[src/rtl/rms_peak_clip_monitor_defines.svh]
// Assertion macros used by the level meter top level.
`ifndef RMS_PEAK_CLIP_MONITOR_DEFINES_SVH
`define RMS_PEAK_CLIP_MONITOR_DEFINES_SVH

// Checks a condition that must hold in the same cycle as its trigger.
`define RPCM_ASSERT_SAME(label, ante, cons, msg) \
    label: assert property (@(posedge clk) disable iff (!rst_n) (ante) |-> (cons)) \
        else $error(msg);

// Checks a condition that must hold in the cycle after its trigger.
`define RPCM_ASSERT_NEXT(label, ante, cons, msg) \
    label: assert property (@(posedge clk) disable iff (!rst_n) (ante) |=> (cons)) \
        else $error(msg);

`endif

[src/rtl/rpcm_pkg.sv]
// Package with the types, constants and helpers of the level meter.
package rpcm_pkg;

    localparam int SAMPLE_BITS        = 16;
    localparam int CHANNELS_DEFAULT   = 2;
    localparam int MAX_BLOCK_DEFAULT  = 4096;

    localparam int PEAK_W  = SAMPLE_BITS - 1;
    localparam int SQ_W    = 2 * SAMPLE_BITS - 1;
    localparam int ROOT_W  = SAMPLE_BITS;
    localparam int RAD_W   = 2 * ROOT_W;
    localparam int CREST_W = 4;
    localparam int PROD_W  = CREST_W + ROOT_W;
    localparam int STEP_W  = $clog2(SQ_W);

    // Configuration register map.
    localparam int CFG_IDX_W  = 2;
    localparam int CFG_DATA_W = PEAK_W;
    localparam logic [CFG_IDX_W-1:0] CFG_CLIP_THRESHOLD       = 2'd0;
    localparam logic [CFG_IDX_W-1:0] CFG_SATURATION_THRESHOLD = 2'd1;
    localparam logic [CFG_IDX_W-1:0] CFG_CREST_RATIO          = 2'd2;

    localparam logic [PEAK_W-1:0]  CLIP_THRESHOLD_RESET       = 15'd32604;
    localparam logic [PEAK_W-1:0]  SATURATION_THRESHOLD_RESET = 15'd16384;
    localparam logic [CREST_W-1:0] CREST_RATIO_RESET          = 4'd4;

    typedef struct packed {
        logic                          channel;
        logic signed [SAMPLE_BITS-1:0] sample;
        logic                          block_end;
    } in_item_t;

    typedef struct packed {
        logic              out_channel;
        logic [ROOT_W-1:0] rms_level;
        logic [PEAK_W-1:0] peak_level;
        logic              clip_flag;
        logic              oversaturation_flag;
    } out_item_t;

    typedef struct packed {
        logic load_item;
        logic square;
        logic accumulate;
        logic div_step;
        logic root_load;
        logic root_step;
        logic crest;
        logic emit;
    } ctrl_cmd_t;

    typedef struct packed {
        logic chan_ok;
        logic block_end;
        logic out_free;
    } dp_status_t;

    // Bits needed to hold a sample count from 0 up to max_block.
    function automatic int count_width(input int max_block);
        return $clog2(max_block + 1);
    endfunction

endpackage

[src/rtl/rpcm_ctrl.sv]
// Controller state machine of the level meter.
module rpcm_ctrl (
    input  logic                 clk,
    input  logic                 rst_n,
    input  logic                 sample_valid,
    input  rpcm_pkg::dp_status_t status,
    output logic                 sample_ready,
    output rpcm_pkg::ctrl_cmd_t  cmd
);

    localparam logic [2:0] S_IDLE      = 3'd0;
    localparam logic [2:0] S_SQUARE    = 3'd1;
    localparam logic [2:0] S_ACCUM     = 3'd2;
    localparam logic [2:0] S_DIVIDE    = 3'd3;
    localparam logic [2:0] S_ROOT_LOAD = 3'd4;
    localparam logic [2:0] S_ROOT      = 3'd5;
    localparam logic [2:0] S_CREST     = 3'd6;
    localparam logic [2:0] S_EMIT      = 3'd7;

    logic [2:0]                  state_reg;
    logic [2:0]                  state_next;
    logic [rpcm_pkg::STEP_W-1:0] step_reg;
    logic [rpcm_pkg::STEP_W-1:0] step_next;

    always_ff @(posedge clk or negedge rst_n)
    begin
        if (!rst_n)
        begin
            state_reg <= S_IDLE;
            step_reg  <= '0;
        end
        else
        begin
            state_reg <= state_next;
            step_reg  <= step_next;
        end
    end

    always_comb
    begin
        state_next   = state_reg;
        step_next    = step_reg;
        cmd          = '0;
        sample_ready = 1'b0;
        unique case (state_reg)
            S_IDLE:
            begin
                sample_ready  = 1'b1;
                cmd.load_item = sample_valid;
                if (sample_valid)
                begin
                    state_next = S_SQUARE;
                end
            end
            S_SQUARE:
            begin
                cmd.square = 1'b1;
                state_next = status.chan_ok ? S_ACCUM : S_IDLE;
            end
            S_ACCUM:
            begin
                cmd.accumulate = 1'b1;
                step_next      = rpcm_pkg::STEP_W'(rpcm_pkg::SQ_W - 1);
                state_next     = status.block_end ? S_DIVIDE : S_IDLE;
            end
            S_DIVIDE:
            begin
                cmd.div_step = 1'b1;
                if (step_reg == '0)
                begin
                    state_next = S_ROOT_LOAD;
                end
                else
                begin
                    step_next = step_reg - 1'b1;
                end
            end
            S_ROOT_LOAD:
            begin
                cmd.root_load = 1'b1;
                step_next     = rpcm_pkg::STEP_W'(rpcm_pkg::ROOT_W - 1);
                state_next    = S_ROOT;
            end
            S_ROOT:
            begin
                cmd.root_step = 1'b1;
                if (step_reg == '0)
                begin
                    state_next = S_CREST;
                end
                else
                begin
                    step_next = step_reg - 1'b1;
                end
            end
            S_CREST:
            begin
                cmd.crest  = 1'b1;
                state_next = S_EMIT;
            end
            S_EMIT:
            begin
                // Hold here until the output register can take the result.
                if (status.out_free)
                begin
                    cmd.emit   = 1'b1;
                    state_next = S_IDLE;
                end
            end
            default:
            begin
                state_next = S_IDLE;
            end
        endcase
    end

endmodule

[src/rtl/rpcm_datapath.sv]
// Datapath of the level meter: channel state, divider, square root and result register.
module rpcm_datapath #(
    parameter int CHANNELS  = rpcm_pkg::CHANNELS_DEFAULT,
    parameter int MAX_BLOCK = rpcm_pkg::MAX_BLOCK_DEFAULT
) (
    input  logic                           clk,
    input  logic                           rst_n,
    input  rpcm_pkg::ctrl_cmd_t            cmd,
    output rpcm_pkg::dp_status_t           status,
    input  rpcm_pkg::in_item_t             sample_item,
    input  logic [rpcm_pkg::PEAK_W-1:0]    clip_threshold,
    input  logic [rpcm_pkg::PEAK_W-1:0]    saturation_threshold,
    input  logic [rpcm_pkg::CREST_W-1:0]   crest_ratio,
    input  logic                           result_ready,
    output logic                           result_valid,
    output rpcm_pkg::out_item_t            result_item
);

    localparam int SB     = rpcm_pkg::SAMPLE_BITS;
    localparam int SQ_W   = rpcm_pkg::SQ_W;
    localparam int ROOT_W = rpcm_pkg::ROOT_W;
    localparam int RAD_W  = rpcm_pkg::RAD_W;
    localparam int PEAK_W = rpcm_pkg::PEAK_W;
    localparam int PROD_W = rpcm_pkg::PROD_W;
    localparam int CNT_W  = rpcm_pkg::count_width(MAX_BLOCK);
    localparam int SUM_W  = CNT_W + SQ_W - 1;
    localparam int CH_W   = (CHANNELS > 1) ? $clog2(CHANNELS) : 1;

    rpcm_pkg::in_item_t  item_reg;
    logic [SQ_W-1:0]     sq_reg;
    logic [SUM_W-1:0]    sum_reg  [CHANNELS];
    logic [CNT_W-1:0]    cnt_reg  [CHANNELS];
    logic [PEAK_W-1:0]   peak_reg [CHANNELS];

    logic [CNT_W-1:0]    rem_reg;
    logic [SQ_W-1:0]     quo_reg;
    logic [CNT_W-1:0]    divisor_reg;
    logic [RAD_W-1:0]    rad_reg;
    logic [ROOT_W+1:0]   srem_reg;
    logic [ROOT_W-1:0]   root_reg;
    logic [PEAK_W-1:0]   peak_res_reg;
    logic                chan_res_reg;
    logic [PROD_W-1:0]   prod_reg;
    rpcm_pkg::out_item_t result_item_reg;
    logic                result_valid_reg;

    logic [CH_W-1:0]     ch_idx;
    logic [SB-1:0]       mag;
    logic [2*SB-1:0]     sq_full;
    logic                room;
    logic [SUM_W-1:0]    sum_upd;
    logic [CNT_W-1:0]    cnt_upd;
    logic [PEAK_W-1:0]   peak_upd;
    logic [SUM_W-1:0]    sum_next;
    logic [CNT_W-1:0]    cnt_next;
    logic [PEAK_W-1:0]   peak_next;

    logic [CNT_W:0]      div_trial;
    logic                div_ge;
    logic [CNT_W-1:0]    rem_next;
    logic [SQ_W-1:0]     quo_next;

    logic [ROOT_W+3:0]   root_shift;
    logic [ROOT_W+3:0]   root_trial;
    logic                root_ge;
    logic [ROOT_W+1:0]   srem_next;
    logic [ROOT_W-1:0]   root_next;

    assign ch_idx  = CH_W'(item_reg.channel);
    assign mag     = item_reg.sample[SB-1] ? (~$unsigned(item_reg.sample) + 1'b1)
                                           : $unsigned(item_reg.sample);
    assign sq_full = mag * mag;

    // Per-channel update; sum and count stop once the block reaches its limit.
    always_comb
    begin
        room      = cnt_reg[ch_idx] < CNT_W'(MAX_BLOCK);
        sum_upd   = room ? (sum_reg[ch_idx] + SUM_W'(sq_reg)) : sum_reg[ch_idx];
        cnt_upd   = room ? (cnt_reg[ch_idx] + 1'b1) : cnt_reg[ch_idx];
        peak_upd  = (!item_reg.sample[SB-1] && (mag[PEAK_W-1:0] > peak_reg[ch_idx]))
                    ? mag[PEAK_W-1:0] : peak_reg[ch_idx];
        sum_next  = item_reg.block_end ? '0 : sum_upd;
        cnt_next  = item_reg.block_end ? '0 : cnt_upd;
        peak_next = item_reg.block_end ? '0 : peak_upd;
    end

    // Restoring division, one quotient bit per step.
    always_comb
    begin
        div_trial = {rem_reg, quo_reg[SQ_W-1]};
        div_ge    = div_trial >= {1'b0, divisor_reg};
        rem_next  = div_ge ? CNT_W'(div_trial - {1'b0, divisor_reg}) : div_trial[CNT_W-1:0];
        quo_next  = {quo_reg[SQ_W-2:0], div_ge};
    end

    // Digit-by-digit square root, one root bit per step.
    always_comb
    begin
        root_shift = {srem_reg, rad_reg[RAD_W-1 -: 2]};
        root_trial = {2'b00, root_reg, 2'b01};
        root_ge    = root_shift >= root_trial;
        srem_next  = root_ge ? (ROOT_W+2)'(root_shift - root_trial)
                             : root_shift[ROOT_W+1:0];
        root_next  = {root_reg[ROOT_W-2:0], root_ge};
    end

    always_ff @(posedge clk or negedge rst_n)
    begin
        if (!rst_n)
        begin
            for (int i = 0; i < CHANNELS; i++)
            begin
                sum_reg[i]  <= '0;
                cnt_reg[i]  <= '0;
                peak_reg[i] <= '0;
            end
        end
        else if (cmd.accumulate)
        begin
            sum_reg[ch_idx]  <= sum_next;
            cnt_reg[ch_idx]  <= cnt_next;
            peak_reg[ch_idx] <= peak_next;
        end
    end

    always_ff @(posedge clk or negedge rst_n)
    begin
        if (!rst_n)
        begin
            result_valid_reg <= 1'b0;
        end
        else if (cmd.emit)
        begin
            result_valid_reg <= 1'b1;
        end
        else if (result_ready)
        begin
            result_valid_reg <= 1'b0;
        end
    end

    always_ff @(posedge clk)
    begin
        if (cmd.load_item)
        begin
            item_reg <= sample_item;
        end
        if (cmd.square)
        begin
            sq_reg <= sq_full[SQ_W-1:0];
        end
        if (cmd.accumulate)
        begin
            // The quotient fits SQ_W bits, so the high part starts below the divisor.
            rem_reg      <= CNT_W'(sum_upd >> SQ_W);
            quo_reg      <= sum_upd[SQ_W-1:0];
            divisor_reg  <= cnt_upd;
            peak_res_reg <= peak_upd;
            chan_res_reg <= item_reg.channel;
        end
        if (cmd.div_step)
        begin
            rem_reg <= rem_next;
            quo_reg <= quo_next;
        end
        if (cmd.root_load)
        begin
            rad_reg  <= RAD_W'(quo_reg);
            srem_reg <= '0;
            root_reg <= '0;
        end
        if (cmd.root_step)
        begin
            rad_reg  <= rad_reg << 2;
            srem_reg <= srem_next;
            root_reg <= root_next;
        end
        if (cmd.crest)
        begin
            prod_reg <= PROD_W'(crest_ratio) * PROD_W'(root_reg);
        end
        if (cmd.emit)
        begin
            result_item_reg.out_channel         <= chan_res_reg;
            result_item_reg.rms_level           <= root_reg;
            result_item_reg.peak_level          <= peak_res_reg;
            result_item_reg.clip_flag           <= peak_res_reg > clip_threshold;
            result_item_reg.oversaturation_flag <= (peak_res_reg > saturation_threshold)
                                                   && (PROD_W'(peak_res_reg) > prod_reg);
        end
    end

    assign status.chan_ok   = int'(item_reg.channel) < CHANNELS;
    assign status.block_end = item_reg.block_end;
    assign status.out_free  = !result_valid_reg || result_ready;

    assign result_valid = result_valid_reg;
    assign result_item  = result_item_reg;

endmodule

[src/rtl/rms_peak_clip_monitor.sv]
// Top level of the RMS, peak and clip level meter.
//
// The meter takes Q1.15 samples tagged with a channel and an end-of-block mark, and keeps
// for each channel a sum of squares, a positive running peak (a signed maximum starting at
// zero) and a sample count; sum and count stop growing once a block reaches MAX_BLOCK
// samples, while the peak keeps tracking. The sample that carries block_end is folded in
// first, then one result is reported: the RMS as the floor square root of the floor mean
// square, the peak, a clip flag (peak above clip_threshold) and an oversaturation flag
// (peak above saturation_threshold and above crest_ratio times the RMS); the channel then
// starts a fresh block. Samples on a channel at or above CHANNELS are dropped. The block
// works on one sample at a time. An ordinary sample goes through the square and
// accumulate steps before sample_ready is high again (a dropped one skips accumulate);
// a block-end sample then also goes through the divide, root load, root, crest and emit
// steps. The mean comes from a restoring divider that yields one quotient bit per cycle,
// the RMS from a digit-by-digit square root unit that yields one bit per cycle. Results
// sit in an output register, so new samples are taken while a result waits for its
// transfer; the next block-end sample is taken too, but the meter then holds in its emit
// step until that result has gone. Configuration is written through cfg_wr_en, cfg_index
// and cfg_wdata and should be changed only while the meter is idle.
`include "rms_peak_clip_monitor_defines.svh"

module rms_peak_clip_monitor #(
    parameter int CHANNELS  = rpcm_pkg::CHANNELS_DEFAULT,
    parameter int MAX_BLOCK = rpcm_pkg::MAX_BLOCK_DEFAULT
) (
    input  logic                               clk,
    input  logic                               rst_n,

    input  logic                               sample_valid,
    output logic                               sample_ready,
    input  rpcm_pkg::in_item_t                 sample_item,

    output logic                               result_valid,
    input  logic                               result_ready,
    output rpcm_pkg::out_item_t                result_item,

    input  logic                               cfg_wr_en,
    input  logic [rpcm_pkg::CFG_IDX_W-1:0]     cfg_index,
    input  logic [rpcm_pkg::CFG_DATA_W-1:0]    cfg_wdata
);

    logic [rpcm_pkg::PEAK_W-1:0]  clip_threshold_reg;
    logic [rpcm_pkg::PEAK_W-1:0]  saturation_threshold_reg;
    logic [rpcm_pkg::CREST_W-1:0] crest_ratio_reg;

    rpcm_pkg::ctrl_cmd_t  ctrl_cmd;
    rpcm_pkg::dp_status_t dp_status;

    // Configuration registers; writes to an unused index are ignored.
    always_ff @(posedge clk or negedge rst_n)
    begin
        if (!rst_n)
        begin
            clip_threshold_reg       <= rpcm_pkg::CLIP_THRESHOLD_RESET;
            saturation_threshold_reg <= rpcm_pkg::SATURATION_THRESHOLD_RESET;
            crest_ratio_reg          <= rpcm_pkg::CREST_RATIO_RESET;
        end
        else if (cfg_wr_en)
        begin
            unique case (cfg_index)
                rpcm_pkg::CFG_CLIP_THRESHOLD:
                begin
                    clip_threshold_reg <= cfg_wdata;
                end
                rpcm_pkg::CFG_SATURATION_THRESHOLD:
                begin
                    saturation_threshold_reg <= cfg_wdata;
                end
                rpcm_pkg::CFG_CREST_RATIO:
                begin
                    crest_ratio_reg <= cfg_wdata[rpcm_pkg::CREST_W-1:0];
                end
                default:
                begin
                end
            endcase
        end
    end

    // The controller sequences each sample through the datapath steps.
    rpcm_ctrl u_ctrl (
        .clk          (clk),
        .rst_n        (rst_n),
        .sample_valid (sample_valid),
        .status       (dp_status),
        .sample_ready (sample_ready),
        .cmd          (ctrl_cmd)
    );

    // The datapath holds the per-channel state and the arithmetic units.
    rpcm_datapath #(
        .CHANNELS  (CHANNELS),
        .MAX_BLOCK (MAX_BLOCK)
    ) u_datapath (
        .clk                  (clk),
        .rst_n                (rst_n),
        .cmd                  (ctrl_cmd),
        .status               (dp_status),
        .sample_item          (sample_item),
        .clip_threshold       (clip_threshold_reg),
        .saturation_threshold (saturation_threshold_reg),
        .crest_ratio          (crest_ratio_reg),
        .result_ready         (result_ready),
        .result_valid         (result_valid),
        .result_item          (result_item)
    );

    // A new result must never overwrite one that has not completed its transfer.
    `RPCM_ASSERT_SAME(a_emit_needs_free, ctrl_cmd.emit, dp_status.out_free, "result overwritten")
    // No sample is taken while the divider or square root unit is running.
    `RPCM_ASSERT_SAME(a_ready_only_idle, sample_ready, !(ctrl_cmd.div_step || ctrl_cmd.root_step), "ready while busy")
    // Every result that appears was produced by the controller's emit step.
    `RPCM_ASSERT_SAME(a_result_from_emit, $rose(result_valid), $past(ctrl_cmd.emit), "result without emit")
    // In the cycle after a sample transfer the meter is busy.
    `RPCM_ASSERT_NEXT(a_busy_after_take, sample_valid && sample_ready, !sample_ready, "ready right after transfer")

endmodule

[config.mk]
export PLATFORM = sky130hd
export DESIGN_NAME = rms_peak_clip_monitor
export DESIGN_NICKNAME = d
export VERILOG_FILES = /design/src/rtl/rpcm_pkg.sv /design/src/rtl/rpcm_ctrl.sv /design/src/rtl/rpcm_datapath.sv /design/src/rtl/rms_peak_clip_monitor.sv
export VERILOG_INCLUDE_DIRS = /design/src /design/src/rtl
export SDC_FILE = /design/constraint.sdc
export NUM_CORES = 1
export LEC_CHECK = 0
export BUFFER_PORTS_ARGS = -buffer_cell sky130_fd_sc_hd__buf_2
export CAP_MARGIN = 0
export CORE_MARGIN = 2
export CORE_UTILIZATION = 40
export DETAILED_ROUTE_END_ITERATION = 12
export PLACE_DENSITY = 0.69
export SLEW_MARGIN = 20
export SYNTH_ARGS = -nofsm -noshare
export SYNTH_HDL_FRONTEND = slang
export SYNTH_HIERARCHICAL = 1
export SYNTH_SLANG_ARGS = --single-unit
[constraint.sdc]
create_clock -name clk -period 7.45 [get_ports clk]
set_input_delay 1.8625 -clock clk [delete_from_list [all_inputs] [get_ports clk]]
set_output_delay 1.8625 -clock clk [all_outputs]
set_load 0.05 [all_outputs]
==> flow_metrics.tcl, run 1 <==
set metrics [dict create \
    grt_first_pass_wirelength_mm 117.3 \
    number_of_enable_flip_flop_cells_after_synthesis 239 \
    largest_register_ffs 86 \
    port_buffer_count 75 \
    finalSetupTns_ns -0.1272 \
    failed_checks "negative setup slack" \
    initial_utilization 0.4040 \
    run_status "finished with violations" \
    grt_max_degree 96 \
    pin_count 76 \
    ys_async_sr_fraction 0.4343 \
    drt-vias-per-instance 5.183 \
    ys_ff_latch 426 \
    yosysUniqueCellTypes 101 \
    synth_largest_area_cell "edfxtp_1" \
    yosys_warnings 6 \
    startpoint_type "flip-flop" \
    remaining_drc_errors 0 \
    synth_top_cells_by_count "404 x nand2_1, 396 x inv_1, 244 x ha_1" \
    synthesis.area_per_instance_um2 10.08 \
    worst_skew_pair_later_pin_latency_ns 0.59 \
    wl_per_cell_um 16.26 \
    gpl.final_weighted_congestion 0.8563 \
    synth_top_area_frac 0.2293 \
    detailedPlacementHpwl_mm 51.89 \
    hold_violations 0 \
    worstHoldPathType "flip-flop to flip-flop" \
    layout.core_utilization 0.4597 \
    synth.yosys.seq_area_share 0.3790 \
    design.core.area_um2 77470 \
    n_fill_cell 7187 \
    grt_overflow_total 0 \
    cts_tree "built" \
    regArea_um2 11860 \
    layout.nets 3731 \
    multiInputGateArea_um2 17890 \
    grt.total_usage 0.1770 \
    die-height_um 283.7 \
    cts_buffer_depth 3 \
    maxClockFrequency_ghz 0.1332 \
    final_layout_size_suffix_gt1_frac 0.1513 \
    netlist_top_cells_area "edfxtp_1 23%, dfrtp_1 14%, fa_1 12%, ha_1 9.8%, nand2_1 4.8%" \
    area_grow_syn2layout_pct 13.77 \
    total_number_of_vias 22460 \
    timing.setup.critical_path_class "flip-flop to flip-flop" \
    finalMaxSlewViolations 0 \
    cts_sinks 426 \
    arrival_ns 7.85 \
    drt-initial-drc-count 1335 \
    synth_flop_cell "edfxtp_1" \
    postSynthCellCount 3106 \
    number_of_global_route_vias_before_repair 22720 \
    clock-skew-final_ns 0.03284 \
    rsz0062_at_grt "yes" \
    wl_mm 70.44 \
    ctsRootBufferMaster "clkbuf_16" \
    relSlewSlack 0.2679 \
    post-route-period-util 1.008 \
    firstDrtPassIters 5 \
    cpMaxStageDelayCell "fa_2" \
    yosysMostFrequentCell "nand2_1" \
    count_of_final_setup_violators 3 \
    pin_slew_with_the_least_headroom_to_its_limit_ns 1.098 \
    critical_path_required_ns 7.79 \
    timing.critical_path.to_type "flip-flop" \
    finalWorstSetupSlack_ns -0.05855 \
    cpPeakStageDelay_ns 0.54 \
    chip_width_um 283.7 \
    antenna_violating_nets_post_route 0 \
    post_synth_instance_area_um2 31300 \
    finalCriticalPeriod_ns 7.509 \
    clock_transition_time_at_the_flip_flop_clock_pins_of_the_worst_setup_and_hold_paths_ns 0.06 \
    h_tree_depth 2 \
    die_area_um2 80500 \
    drv_cap 0 \
    worstPathMaxFanout 5 \
    cts_made_buffers 47 \
    antenna_found_initial 1 \
    num_rows 102 \
]
## layer usage
metal,vias to the layer above,global-route usage,share of wire
li1,10860,-,-
met1,10990,0.2451,0.46
met2,489,0.2935,0.47
met3,116,0.02436,0.046
met4,0,0.04272,0.022
met5,-,0,0
## placed cells by master (no fill, tap or decap), types with 85 or more instances in the layout
cell type and count:
a21oi_1 117, buf_4 120, dfrtp_1 172, edfxtp_1 239, fa_1 188, ha_1 236
inv_1 378, mux2_2 88, nand2_1 391, nor2_1 171, o21ai_0 177, xnor2_1 85
## what timing repair did
action / CTS / global route
buffers inserted: 6 / 9
pin swaps: 28 / 36
setup endpoints to repair: 5 / 10
resized for setup: 20 / 31
hold buffers: 0 / 0
## per-stage QoR
step | setup slack, ns | hold slack (ns) | instance area, µm² | instances
detailed placement | -0.1918 | 0.4632 | 33640 | 4229
floorplan | 0.05357 | 0.4003 | 31590 | 3116
global placement | -0.02502 | 0.4539 | 33640 | 4229
CTS | -0.1418 | 0.4755 | 35430 | 4322
finish | -0.05855 | 0.4689 | 35610 | 4333
global route | -0.4133 | 0.4896 | 35610 | 4333
## kinds of logic after synthesis
group / Yosys count / share of synthesized area
and+or+nand+nor: 846 / 0.1240
AOI/OAI and AO/OA: 594 / 0.1214
buffers and inverters: 513 / 0.06340
adders and majority gates: 437 / 0.2210
DFF: 426 / 0.3790
muxes: 158 / 0.05433
xor gates and xnor gates: 130 / 0.03662
other: 2 / 0.0002399
## worst max-delay path: cells and delay by family (launching register included)
family	cells	cell delay (ns)
DFF	1	0.39
and+or+nand+nor	7	1.60
buffers and inverters	6	0.58
AOI/OAI and AO/OA	6	1.20
xor gates and xnor gates	2	0.29
adders and majority gates	7	3.22
## path summary, 6_finish.rpt
| check | end | cells past startpoint | slack [ns] | from |
|---|---|---|---|---|
| min in group asynchronous | u_datapath/cnt_reg[17] | 1 | 1.25 | rst_n |
| worst max register to register | u_datapath/sq_reg[28] | 28 | -0.06 | u_datapath/item_reg[5] |
| worst min register to register | u_datapath/cnt_reg[19] | 2 | 0.47 | u_datapath/cnt_reg[19] |
| worst min-delay path | u_datapath/cnt_reg[19] | 2 | 0.47 | u_datapath/cnt_reg[19] |
| worst max-delay path | u_datapath/sq_reg[28] | 28 | -0.06 | u_datapath/item_reg[5] |
| max in group asynchronous | u_datapath/peak_reg[22] | 2 | 4.88 | rst_n |
## area by class of cell
type / count / area share
Clock inverter: 20 / 0.008960
Clock buffer: 67 / 0.03770
Antenna cell: 1 / 0.00007027
Tap cell: 1040 / 0.03654
Inverter: 401 / 0.04248
Sequential cell: 426 / 0.3331
Multi-Input combinational cell: 2177 / 0.5024
Timing Repair Buffer: 201 / 0.03869
Power of run 1 is left out: the tool's default activity adds up to more than one toggle a clock period on the data nets, which glitch-free logic cannot reach.
==> run 2: changes to the inputs <==
--- a/config.mk
+++ b/config.mk
@@ -10,6 +10,7 @@
 export CAP_MARGIN = 0
 export CORE_MARGIN = 2
 export CORE_UTILIZATION = 40
+export CTS_BUF_LIST = sky130_fd_sc_hd__clkbuf_16
 export DETAILED_ROUTE_END_ITERATION = 12
 export PLACE_DENSITY = 0.69
 export SLEW_MARGIN = 20
==> flow_metrics.tcl, run 2 (synthesis gave the netlist of run 1 again) <==
set metrics [dict create \
    timing.setup.critical_path_class "flip-flop to flip-flop" \
    startpoint_type "flip-flop" \
    ff2ff_setup_slack_ns -0.08 \
    rsz0062_at_grt "yes" \
    count_of_final_setup_violators 3 \
    die-height_um 283.7 \
    antenna_found_initial 1 \
    remaining_drc_errors 0 \
    design.core.area_um2 77470 \
    wl_mm 70.45 \
    total_number_of_vias 22480 \
    commonest_non_fill_non_tap_cell_in_the_layout "nand2_1" \
    worstHoldPathType "flip-flop to flip-flop" \
    num_rows 102 \
    cpMaxStageDelayCell "fa_2" \
    port_buffer_count 75 \
    detailedPlacementHpwl_mm 51.89 \
    numPlacedInstances 4229 \
    most-common-layout-cells "391 x nand2_1, 390 x inv_1, 239 x edfxtp_1" \
    timing.critical_path.to_type "flip-flop" \
    finalCriticalPeriod_ns 7.528 \
    min_to "u_datapath/cnt_reg[19]" \
    firstDrtPassIters 5 \
    pin_count 76 \
    cts_buffer_depth 3 \
    clock_transition_time_at_the_flip_flop_clock_pins_of_the_worst_setup_and_hold_paths_ns 0.06 \
    worstPathMaxFanout 8 \
    failed_checks "negative setup slack" \
    grt_overflow_total 0 \
    hold_start "u_datapath/cnt_reg[19]" \
    worst_skew_pair_later_pin_latency_ns 0.59 \
    regToRegEndpoint "u_datapath/sq_reg[28]" \
    h_tree_depth 2 \
    layout.nets 3731 \
    whs_path_depth 2 \
    gpl.final_weighted_congestion 0.8563 \
    critical_path_required_ns 7.79 \
    n_fill_cell 7200 \
    hold_violations 0 \
    reg2reg_depth 28 \
    pin_slew_with_the_least_headroom_to_its_limit_ns 1.110 \
    final_cells 4333 \
    final_layout_size_suffix_gt1_frac 0.1491 \
    cpPeakStageDelay_ns 0.54 \
    area_grow_syn2layout_pct 13.55 \
    drt-vias-per-instance 5.188 \
    arrival_ns 7.86 \
    drt-initial-drc-count 1331 \
    chip_width_um 283.7 \
    finalMaxSlewViolations 0 \
    cts_made_buffers 47 \
    grt.total_usage 0.1769 \
    relSlewSlack 0.2602 \
    timing.rr.start "u_datapath/item_reg[5]" \
    drv_cap 0 \
    post-route-period-util 1.010 \
    run_status "finished with violations" \
    die_area_um2 80500 \
    finalWorstSetupSlack_ns -0.07760 \
    clock-skew-final_ns 0.03102 \
    maxClockFrequency_ghz 0.1328 \
    ctsRootBufferMaster "clkbuf_16" \
    initial_utilization 0.4040 \
    cts_sinks 426 \
    antenna_violating_nets_post_route 0 \
    wl_per_cell_um 16.26 \
    number_of_global_route_vias_before_repair 22710 \
    cts_tree "built" \
    largest_register_ffs 86 \
    grt_first_pass_wirelength_mm 117.2 \
    grt_max_degree 96 \
]
## run 2: critical path, delay by kind of cell, from the launching register on
kind            cells  cell delay, ns
compound gates      6            1.15
xor+xnor            2            0.35
fa+ha+maj           7            3.21
buf+inv             6            0.58
flops               1            0.39
simple gates        7            1.60
## run 2: worst max path at each step
stage,startpoint,to,slack [ns],depth (start not counted)
floorplan,u_datapath/item_reg[1],u_datapath/sq_reg[30],0.05,32
global placement,u_datapath/item_reg[5],u_datapath/sq_reg[28],-0.03,28
detailed placement,u_datapath/item_reg[5],u_datapath/sq_reg[28],-0.19,28
CTS,u_datapath/item_reg[3],u_datapath/sq_reg[28],-0.14,28
global route,u_datapath/item_reg[3],u_datapath/sq_reg[30],-0.41,26
finish,u_datapath/item_reg[5],u_datapath/sq_reg[28],-0.08,28
## run 2: cell type report
cell class	instances	area, µm²	share of cell area
Multi-Input combinational cell	2177	17890	0.5034
Sequential cell	426	11860	0.3338
Inverter	401	1513	0.04256
Timing Repair Buffer	201	1378	0.03876
Tap cell	1040	1301	0.03661
Clock buffer	48	1201	0.03380
Clock inverter	39	390.4	0.01098
Antenna cell	1	2.502	0.00007041
## run 2: metal layers
layer  routed length, µm  GRT usage  vias up
li1                    -          -    10860
met2               33070     0.2933      483
met1               32590     0.2447    11020
met5                   0          0        -
met3                3245    0.02476      114
met4                1534    0.04259        0
## run 2: what timing repair did
item / 4_1_cts / 5_1_grt
setup buffers: 6 / 9
gates cloned: 0 / 0
gates resized for setup: 20 / 31
pin swaps: 28 / 36
endpoints found under the setup margin: 5 / 10
hold buffers: 0 / 0
## run 2: stage by stage
step           utilization  setup TNS [ns]  setup slack [ns]  hold WS (ns)  instance area [µm²]
2_1_floorplan            -               0           0.05357        0.4003                31590
3_3_place_gp        0.4343        -0.03422          -0.02502        0.4539                33640
3_5_place_dp        0.4343         -0.5966           -0.1918        0.4632                33640
4_1_cts             0.4564         -0.2878           -0.1431        0.4755                35360
5_1_grt             0.4588          -1.955           -0.4141        0.4855                35540
6_report            0.4588         -0.1855          -0.07760        0.4689                35540
Power of run 2 is left out for the same reason.
